$ cat config.mk
export PLATFORM = sky130hd
export DESIGN_NAME = sample_rate_to_log_pitch_core
export DESIGN_NICKNAME = d
export VERILOG_FILES = /design/src/hdl/srlp_pkg.sv /design/src/hdl/sample_rate_to_log_pitch_core.sv
export SDC_FILE = /design/constraint.sdc
export NUM_CORES = 1
export LEC_CHECK = 0
export BUFFER_PORTS_ARGS = -buffer_cell sky130_fd_sc_hd__buf_2
export CAP_MARGIN = 20
export CORE_ASPECT_RATIO = 1.5
export CORE_MARGIN = 2
export CORE_UTILIZATION = 45
export DETAILED_ROUTE_END_ITERATION = 6
export PLACE_DENSITY = 0.7
export SYNTH_ARGS = -nofsm -noshare
export SYNTH_HDL_FRONTEND = slang
export SYNTH_SLANG_ARGS = --single-unit
$ cat constraint.sdc
create_clock -name clk -period 7.5 [get_ports clk]
set_clock_uncertainty 0.15 [all_clocks]
set_input_delay 0.375 -clock clk [delete_from_list [all_inputs] [get_ports clk]]
set_output_delay 0.375 -clock clk [all_outputs]
set_load 0.005 [all_outputs]
$ cat src/hdl/srlp_pkg.sv
`timescale 1ns / 1ps

package srlp_pkg;

	localparam int unsigned RATE_W  = 18;
	localparam int unsigned PITCH_W = 32;
	localparam int unsigned PROD_W  = 32;
	localparam int unsigned POS_W   = 5;
	localparam int unsigned IDX_W   = 7;
	localparam int unsigned FRAC_W  = 7;
	localparam int unsigned MAG_W   = 20;
	localparam int unsigned SLOPE_W = 7;
	localparam int unsigned CHR_W   = 12;
	localparam int unsigned CHR_LSB = 20;
	localparam int unsigned TAB_N   = 1 << IDX_W;

	localparam logic [13:0]      RATE_SCALE = 14'd11185;
	localparam logic [CHR_W-1:0] POS_BIAS   = CHR_W'(15);

	// Mantissa of log2 at each of the 128 segment starts, 20 fraction bits.
	localparam logic [MAG_W-1:0] MAG_TAB [TAB_N] = '{
		20'h00000, 20'h02dfc, 20'h05b9e, 20'h088e6, 20'h0b5d6, 20'h0e26f, 20'h10eb3, 20'h13aa2,
		20'h1663f, 20'h1918a, 20'h1bc84, 20'h1e72e, 20'h2118b, 20'h23b9a, 20'h2655d, 20'h28ed5,
		20'h2b803, 20'h2e0e8, 20'h30985, 20'h331db, 20'h359eb, 20'h381b6, 20'h3a93d, 20'h3d081,
		20'h3f782, 20'h41e42, 20'h444c1, 20'h46b01, 20'h49101, 20'h4b6c4, 20'h4dc49, 20'h50191,
		20'h5269e, 20'h54b6f, 20'h57006, 20'h59463, 20'h5b888, 20'h5dc74, 20'h60029, 20'h623a7,
		20'h646ee, 20'h66a00, 20'h68cdd, 20'h6af86, 20'h6d1fa, 20'h6f43c, 20'h7164b, 20'h73829,
		20'h759d4, 20'h77b4f, 20'h79c9a, 20'h7bdb5, 20'h7dea1, 20'h7ff5e, 20'h81fed, 20'h8404e,
		20'h86082, 20'h88089, 20'h8a064, 20'h8c014, 20'h8df98, 20'h8fef1, 20'h91e20, 20'h93d26,
		20'h95c01, 20'h97ab4, 20'h9993e, 20'h9b79f, 20'h9d5d9, 20'h9f3ec, 20'ha11d8, 20'ha2f9d,
		20'ha4d3c, 20'ha6ab5, 20'ha8808, 20'haa537, 20'hac241, 20'hadf26, 20'hafbe7, 20'hb1885,
		20'hb3500, 20'hb5157, 20'hb6d8c, 20'hb899f, 20'hba58f, 20'hbc15e, 20'hbdd0c, 20'hbf899,
		20'hc1404, 20'hc2f50, 20'hc4a7b, 20'hc6587, 20'hc8073, 20'hc9b3f, 20'hcb5ed, 20'hcd07c,
		20'hceaec, 20'hd053f, 20'hd1f73, 20'hd398a, 20'hd5384, 20'hd6d60, 20'hd8720, 20'hda0c3,
		20'hdba4a, 20'hdd3b4, 20'hded03, 20'he0636, 20'he1f4e, 20'he384a, 20'he512c, 20'he69f3,
		20'he829f, 20'he9b31, 20'heb3a9, 20'hecc08, 20'hee44c, 20'hefc78, 20'hf148a, 20'hf2c83,
		20'hf4463, 20'hf5c2a, 20'hf73da, 20'hf8b71, 20'hfa2f0, 20'hfba57, 20'hfd1a7, 20'hfe8df
	};

	// Slope of each segment, applied to the next seven bits.
	localparam logic [SLOPE_W-1:0] SLOPE_TAB [TAB_N] = '{
		7'h5c, 7'h5c, 7'h5b, 7'h5a, 7'h5a, 7'h59, 7'h58, 7'h58,
		7'h57, 7'h56, 7'h56, 7'h55, 7'h55, 7'h54, 7'h53, 7'h53,
		7'h52, 7'h52, 7'h51, 7'h51, 7'h50, 7'h50, 7'h4f, 7'h4f,
		7'h4e, 7'h4d, 7'h4d, 7'h4d, 7'h4c, 7'h4c, 7'h4b, 7'h4b,
		7'h4a, 7'h4a, 7'h49, 7'h49, 7'h48, 7'h48, 7'h47, 7'h47,
		7'h47, 7'h46, 7'h46, 7'h45, 7'h45, 7'h45, 7'h44, 7'h44,
		7'h43, 7'h43, 7'h43, 7'h42, 7'h42, 7'h42, 7'h41, 7'h41,
		7'h41, 7'h40, 7'h40, 7'h40, 7'h3f, 7'h3f, 7'h3f, 7'h3e,
		7'h3e, 7'h3e, 7'h3d, 7'h3d, 7'h3d, 7'h3c, 7'h3c, 7'h3c,
		7'h3b, 7'h3b, 7'h3b, 7'h3b, 7'h3a, 7'h3a, 7'h3a, 7'h39,
		7'h39, 7'h39, 7'h39, 7'h38, 7'h38, 7'h38, 7'h38, 7'h37,
		7'h37, 7'h37, 7'h37, 7'h36, 7'h36, 7'h36, 7'h36, 7'h35,
		7'h35, 7'h35, 7'h35, 7'h34, 7'h34, 7'h34, 7'h34, 7'h34,
		7'h33, 7'h33, 7'h33, 7'h33, 7'h32, 7'h32, 7'h32, 7'h32,
		7'h32, 7'h31, 7'h31, 7'h31, 7'h31, 7'h31, 7'h30, 7'h30,
		7'h30, 7'h30, 7'h30, 7'h2f, 7'h2f, 7'h2f, 7'h2f, 7'h2f
	};

endpackage

$ cat src/hdl/sample_rate_to_log_pitch_core.sv
`timescale 1ns / 1ps

// Sample rate to log2 pitch converter.
//
// Input: raise start with an 18-bit sample_rate (hertz). A beat is taken at
// every rising edge where start is high and busy is low. busy is always low,
// since every stage moves forward in every cycle, so a new rate can be given
// in every cycle.
// Output: pitch_word shows the 32-bit pitch (integer part in bits 31..20,
// wrapping modulo 2^32) for exactly one cycle while done is high. A rate of
// zero gives a pitch of zero.
// Throughput: one beat per cycle. A beat shows up on done once it has passed
// all five stages: the rate multiply, the leading-one search, the
// normalizing shift, the table lookups with the slope multiply, and the
// final sum.
// Reset: arst_n clears the valid bits of all stages at once, so nothing in
// flight survives reset; data registers are not reset.
// The receiver cannot stall: done is a strobe and each result must be taken
// in the cycle it is shown.

module sample_rate_to_log_pitch_core
	import srlp_pkg::*;
(
	input  logic               clk,
	input  logic               arst_n,
	input  logic               start,
	output logic               busy,
	input  logic [RATE_W-1:0]  sample_rate,
	output logic               done,
	output logic [PITCH_W-1:0] pitch_word
);

	logic v_s1, v_s2, v_s3, v_s4, v_s5;

	logic [PROD_W-1:0]  prod_s1, prod_s2;
	logic [POS_W-1:0]   pos_s2, pos_s3;
	logic               zero_s2, zero_s3, zero_s4;
	logic [IDX_W-1:0]   idx_s3;
	logic [FRAC_W-1:0]  frac_s3;
	logic [CHR_W-1:0]   chr_s4;
	logic [MAG_W-1:0]   mag_s4;
	logic [13:0]        lin_s4;
	logic [PITCH_W-1:0] pitch_s5;

	logic [POS_W-1:0]  lead_pos;
	logic [PROD_W-1:0] norm;

	// The pipeline never holds, so nothing ever needs to wait at the input.
	assign busy = 1'b0;

	// Valid bits travel with the data.
	always_ff @(posedge clk or negedge arst_n) begin
		if (!arst_n) begin
			v_s1 <= 1'b0;
			v_s2 <= 1'b0;
			v_s3 <= 1'b0;
			v_s4 <= 1'b0;
			v_s5 <= 1'b0;
		end else begin
			v_s1 <= start && !busy;
			v_s2 <= v_s1;
			v_s3 <= v_s2;
			v_s4 <= v_s3;
			v_s5 <= v_s4;
		end
	end

	// Leading-one position of the scaled rate. The product is at least 11185
	// when nonzero, so the position is never below 13.
	always_comb begin
		lead_pos = '0;
		for (int i = 0; i < PROD_W; i++) begin
			if (prod_s1[i]) begin
				lead_pos = POS_W'(i);
			end
		end
	end

	// Shift the leading one up to bit 31.
	assign norm = prod_s2 << (POS_W'(PROD_W - 1) - pos_s2);

	always_ff @(posedge clk) begin
		// Stage 1: scale the rate. An 18-bit rate times 11185 fits in 32 bits.
		prod_s1 <= PROD_W'(sample_rate) * PROD_W'(RATE_SCALE);

		// Stage 2: leading-one search.
		prod_s2 <= prod_s1;
		pos_s2  <= lead_pos;
		zero_s2 <= (prod_s1 == '0);

		// Stage 3: normalize and split into table index and fraction.
		idx_s3  <= norm[30 -: IDX_W];
		frac_s3 <= norm[30 - IDX_W -: FRAC_W];
		pos_s3  <= pos_s2;
		zero_s3 <= zero_s2;

		// Stage 4: table lookups, slope times fraction, and the characteristic,
		// which wraps when the position is below 15.
		mag_s4  <= MAG_TAB[idx_s3];
		lin_s4  <= 14'(frac_s3) * 14'(SLOPE_TAB[idx_s3]);
		chr_s4  <= CHR_W'(pos_s3) - POS_BIAS;
		zero_s4 <= zero_s3;

		// Stage 5: final sum, modulo 2^32.
		if (zero_s4) begin
			pitch_s5 <= '0;
		end else begin
			pitch_s5 <= {chr_s4, {CHR_LSB{1'b0}}} + PITCH_W'(mag_s4) + PITCH_W'(lin_s4);
		end
	end

	assign done       = v_s5;
	assign pitch_word = pitch_s5;

endmodule

# Yosys cells after proc, flatten, opt, wreduce, memory -nomap -nowiden

Memory sizes are Yosys's and may differ from the RTL's. A register that Yosys moved wholly into a read port is not among the register bits.
Cells that the tools add are included.

Bits in registers: 148
Bits in read-only memories: 3456
Input port bits: 21
Output and inout port bits: 34
Logic and storage cells: 69
Memories kept: 2

Memory list:

| memory           | depth | bits a word | rd ports | clocked after Yosys merged registers in | wr ports | line                                 | text |
|---|---|---|---|---|---|---|---|
| (name not given) | 128   | 20          | 1        | 1                                       | 0        | sample_rate_to_log_pitch_core.sv:99  | `mag_s4 <= MAG_TAB[idx_s3];` |
| (name not given) | 128   | 7           | 1        | 0                                       | 0        | sample_rate_to_log_pitch_core.sv:100 | `lin_s4 <= 14'(frac_s3) * 14'(SLOPE_TAB[idx_s3]);` |

$add $sub $neg: 4
Multipliers: 2
Order comparisons: 1
Shifts and indexed selects: 1
Mux-type cells: 32
Bitwise gates (word level): 1
Reduce and logical (&&, ||, !) cells: 5

Operator list:

| kind                     | number |
|---|---|
| $mux W5                  | 12 |
| $add A32 B14 Y32         | 1 |
| $add A32 B20 Y32         | 1 |
| $logic_not A32 Y1        | 1 |
| $mul A18 B14 Y32 const B | 1 |
| $mux W4                  | 8 |
| $shl A32 B5 Y31          | 1 |
| $reduce_or A16 Y1        | 1 |
| $mul A7 B7 Y14           | 1 |
| $mux W7                  | 2 |
| $mux W3                  | 4 |
| $ge A8 B8 Y1 const B     | 1 |
| $mux W2                  | 4 |
| $not A7 Y8               | 1 |
| $reduce_or A8 Y1         | 1 |
| $sub A5 B4 Y6 const B    | 1 |
| $sub A5 B5 Y5 const A    | 1 |
| $reduce_or A4 Y1         | 1 |
| $mux W1                  | 2 |
| $reduce_or A2 Y1         | 1 |

# Longest topological paths before layout

Depth after elaboration: 30
Gate-level depth with buffers: 26
Gate-level depth less buffers: 25

# Least setup slack after synthesis

OpenSTA, ideal clock, no wires.

Path type: reg2reg
Start: register idx_s3[2]
End: register lin_s4[12]
Library setup time: 0.122 ns
Arrival: 5.636 ns
Required time: 7.228 ns
Slack: 1.592 ns
Cell stages (with the launch flop): 26
Path buffers: 2
Clock period less this slack: 5.908 ns
Path through: dfxtp_1 clkbuf_1 inv_1 clkbuf_1 ha_1 nor2_1 a211oi_1 a211oi_1 a311o_1 o21a_1 and2_1 fa_1 ha_1 ha_1 inv_1 fa_1 inv_1 ha_1 a21o_1 a21oi_1 o21bai_1 a21oi_1 o21ai_0 a21oi_1 nor4b_1 a311o_1

Longest elaborated chain between the ends: 5

Ends and longest elaborated chain:

| item                                        | line                                 | text |
|---|---|---|
| start, declared                             | sample_rate_to_log_pitch_core.sv:38  | `logic [IDX_W-1:0] idx_s3;` |
| start signal, assigned                      | sample_rate_to_log_pitch_core.sv:92  | `idx_s3 <= norm[30 -: IDX_W];` |
| $not A7 Y8 (not written as such)            | sample_rate_to_log_pitch_core.sv:100 |  |
| $mem_v2 Z128 W7                             | -                                    |  |
| $mux W7 (not written as such) (2 in series) | sample_rate_to_log_pitch_core.sv:100 |  |
| $mul A7 B7 Y14                              | sample_rate_to_log_pitch_core.sv:100 |  |
| end signal, assigned                        | sample_rate_to_log_pitch_core.sv:100 |  |
| end, declared                               | sample_rate_to_log_pitch_core.sv:42  | `logic [13:0] lin_s4;` |

Every way passes these cells. The select of a mux whose other input is x is not followed.
A chain may end at the register's enable or synchronous reset.

# Final worst setup path

Start: register idx_s3[0]
End: register lin_s4[12]

Same word-level chain as after synthesis.

==> flow_summary_export.csv <==
group,metric,value,unit
run_status,status,"finished, final reports clean",
sta,final.setup.tns,0,ns
clocking,post_cts_buffers,0,
clocking,cts-root-buf,"clkbuf_16",
sta,final.period_utilization,84.5,%
die,dieArea,36100,um2
global_route,grt_pass1_wl,73600,um
die,coreArea,34200,um2
layout,finalInstanceArea,16900,um2
routing,routed_wl,46800,um
logic_synthesis,synth_nets,2152,
logic_synthesis,synth_xor_area_share,2.87,%
setup_path,worstSetupPathType,"flip-flop to flip-flop",
logic_synthesis,synth_cell_types,76,
setup_path,cpMostUsedCell,"a21oi_1",
placed_design,place_area,16200,um2
routing,drt_pass1_iterations,6,
logic_synthesis,synth-edff-count,0,
layout,nNetsFinal,2164,
global_route,gr-total-overflow,0,
setup_path,r2r_cells,23,
clocking,cts_max_level,4,
die,die_h,232,um
logic_synthesis,synth-adder-area-share,29.5,%
setup_path,endpoint_kind,"flip-flop",
hold_path,min_path_type,"input pin to asynchronous set/reset pin",
setup_path,path_cells,"ha_1 -> inv_1 -> nand2_1 -> nand2_1 -> nor3b_1 -> a211oi_1 -> a21oi_1 -> o21a_1 -> and2_1 -> fa_1 -> ha_1 -> inv_1 -> fa_1 -> fa_1 -> inv_1 -> ha_1 -> a21oi_1 -> o21bai_1 -> a21oi_1 -> o21ai_0 -> a21oi_1 -> nor4b_1 -> a311o_1",
setup_path,path_max_fanout,20,
layout,fill_cells,3223,
die,start_util,45.5,%
clocking,cts_made_buffers,17,
logic_synthesis,synth.area.top_cells,"dfxtp_1, ha_1, fa_1",
run,drv_cap,0,
clocking,insertion_delay,0.44,ns
placed_design,port_buffers,53,
clocking,cts_resized,0,
sta,grt_setup_unrepaired,"no",
logic_synthesis,syn_inst,1831,
sta,slew_viol_final,0,
logic_synthesis,synth.most_common_cell,"inv_1",
routing,drt-wirelength-per-cell,20.5,um
placed_design,gp_congestion,1.06,
logic_synthesis,syn_avg_cell_area,8.49,um2
die,fp.dieW,156,um
clocking,tritoncts,"done",
logic_synthesis,netlist_area,15500,um2
setup_path,crit_path_start_kind,"flip-flop",
layout,layout.cells.non_filler,2282,
sta,finalHoldViolCount,0,
routing,viasPerCell,6.03,
die,rows,83,
clocking,cts_sinks,167,
layout,area_delta_synth_final,8.55,%
global_route,grt_pass1_vias,13716,
setup_path,worstReg2RegStart,"idx_s3[0]",
logic_synthesis,ys_warn_count,0,
logic_synthesis,ys_seq_elements,167,
logic_synthesis,ys_seq_area_share,21.7,%
die,ioPinCount,55,
setup_path,reg2reg_to,"lin_s4[12]",
setup_path,slowest_stage,"dfxtp_1",
routing,drc_errors,0,
logic_synthesis,async_flop_share,2.99,%
setup_path,arrival,6.51,ns
global_route,grt_max_degree,54,
routing,ant_nets,0,
sta,slew_headroom,30.3,%
setup_path,required,7.67,ns
placed_design,dp.cells,2243,
setup_path,critPathMaxStageDelay,0.81,ns
logic_synthesis,synth_top_family_by_area,"adder cells",
logic_synthesis,synth_top_area_share,20.9,%
sta,setup_viol,0,
layout,layout-drive-gt1-share,8.41,%
setup_path,reg2reg_slack,1.16,ns
routing,vias,13752,
placed_design,hpwl,36600,um
logic_synthesis,yosys.area_share.simple,13.9,%
global_route,antenna_found_initial,1,
global_route,grt_util_all_layers,26.4,%
sta,fmax,158,MHz
logic_synthesis,synth_area_leader_cell,"dfxtp_1",
logic_synthesis,synth.top_cells.by_count,"inv_1, ha_1, dfxtp_1",
sta,fin_crit,6.34,ns
sta,worstMarginPinSlew,1.02,ns
layout,register_area,3380,um2
logic_synthesis,synth_mux_area_share,5.28,%
routing,drt_iter0_drc,1236,
logic_synthesis,synthFlopType,"dfxtp_1",
clocking,ctsLongestPathBuffers,2,
layout,multiInputGateArea,11000,um2
logic_synthesis,synth_compound_area_share,19.2,%
clocking,clk_transition_reported_paths,0.08,ns
==> cell families (layout without fill, tap and decap cells) <==
kind of cell | after synthesis | after routing
AND/OR/NAND/NOR | 465 | 465
adder cells (fa/ha/maj) | 301 | 301
AO/OA/AOI/OAI | 476 | 476
XOR/XNOR | 51 | 51
flip-flops | 167 | 167
multiplexers | 62 | 62
buffers and inverters | 308 | 333
other | 1 | 2
==> routing by layer <==
metal,global-route usage [%],share of wire [%],routed length [um],vias to the layer above
met1,27.5,35,16600,6585
met2,49.1,52,24600,604
li1,-,-,-,6391
met3,3.61,5.6,2610,172
met4,16.8,6.7,3120,0
met5,0,0,0,-
==> registers in the layout, indices dropped and copies added, names as in the netlist <==
signal,count
chr_s4,6
done,1
frac_s3,7
idx_s3,7
lin_s4,14
mag_s4,20
pitch_word,32
pos_s2,5
pos_s3,5
prod_s1,32
prod_s2,31
v_s1,1
v_s2,1
v_s3,1
v_s4,1
zero_s2,1
zero_s3,1
zero_s4,1
==> through the flow <==
stage | hold slack [ns] | utilization (%) | setup slack (ns)
CTS | 0.105 | 49.4 | 1.27
finish | 0.127 | 49.4 | 1.16
floorplan | -0.0706 | - | 1.59
global route | 0.131 | 49.4 | 0.857
detailed placement | 0.0441 | 47.4 | 1.32
global placement | 0.0365 | 47.4 | 1.44
==> placed cells by master (no fill, tap or decap), types with 12 or more instances in the layout <==
cell type / Yosys / final
a21oi_1: 148 / 148
o21ai_0: 116 / 116
nor2_1: 126 / 126
nand2b_1: 17 / 17
nor2b_1: 25 / 25
clkbuf_16: 0 / 17
nand2_1: 153 / 153
mux4_2: 15 / 15
a211oi_1: 25 / 25
dfxtp_1: 162 / 156
a21o_1: 13 / 13
buf_2: 9 / 53
nor3_1: 21 / 21
and3_1: 12 / 12
and2_1: 23 / 23
xor2_1: 21 / 21
xnor2_1: 30 / 30
ha_1: 190 / 190
fa_1: 110 / 110
a31oi_1: 29 / 29
buf_4: 1 / 27
o211ai_1: 24 / 24
nand3_1: 40 / 40
mux2i_1: 37 / 37
inv_1: 214 / 214
==> worst max path at each step <==
| stage | startpoint | end | slack, ns | cells past startpoint |
|---|---|---|---|---|
| floorplan | idx_s3[2] | lin_s4[12] | 1.59 | 25 |
| global placement | idx_s3[0] | lin_s4[12] | 1.44 | 25 |
| detailed placement | idx_s3[0] | lin_s4[12] | 1.32 | 25 |
| CTS | idx_s3[0] | lin_s4[12] | 1.27 | 25 |
| global route | idx_s3[0] | lin_s4[12] | 0.86 | 24 |
| finish | idx_s3[0] | lin_s4[12] | 1.16 | 23 |
==> area by class of cell <==
type	instances	share of cell area (%)
repair buffers	86	3.13
clock buffers	17	2.52
diodes	1	0.0148
clock inverters	15	1.16
inverters	215	4.78
well taps	425	3.15
flip-flops and latches	167	20.0
multi-input cells	1356	65.2
==> critical path: cells and delay by family, from the launching register on <==
kind | cells | cell delay [ns]
AND/OR/NAND/NOR | 5 | 0.78
adder cells (fa/ha/maj) | 6 | 2.45
buffers and inverters | 3 | 0.24
flip-flops | 1 | 0.81
AO/OA/AOI/OAI | 9 | 1.79
==> repair_timing <==
item | 4_1_cts | 5_1_grt
hold endpoints to repair | 10 | 0
endpoints found under the setup margin | 0 | 0
hold buffers | 6 | 0
Power is not shown: default switching activity piles up to over one toggle a cycle in this logic, so the estimate is an artifact.
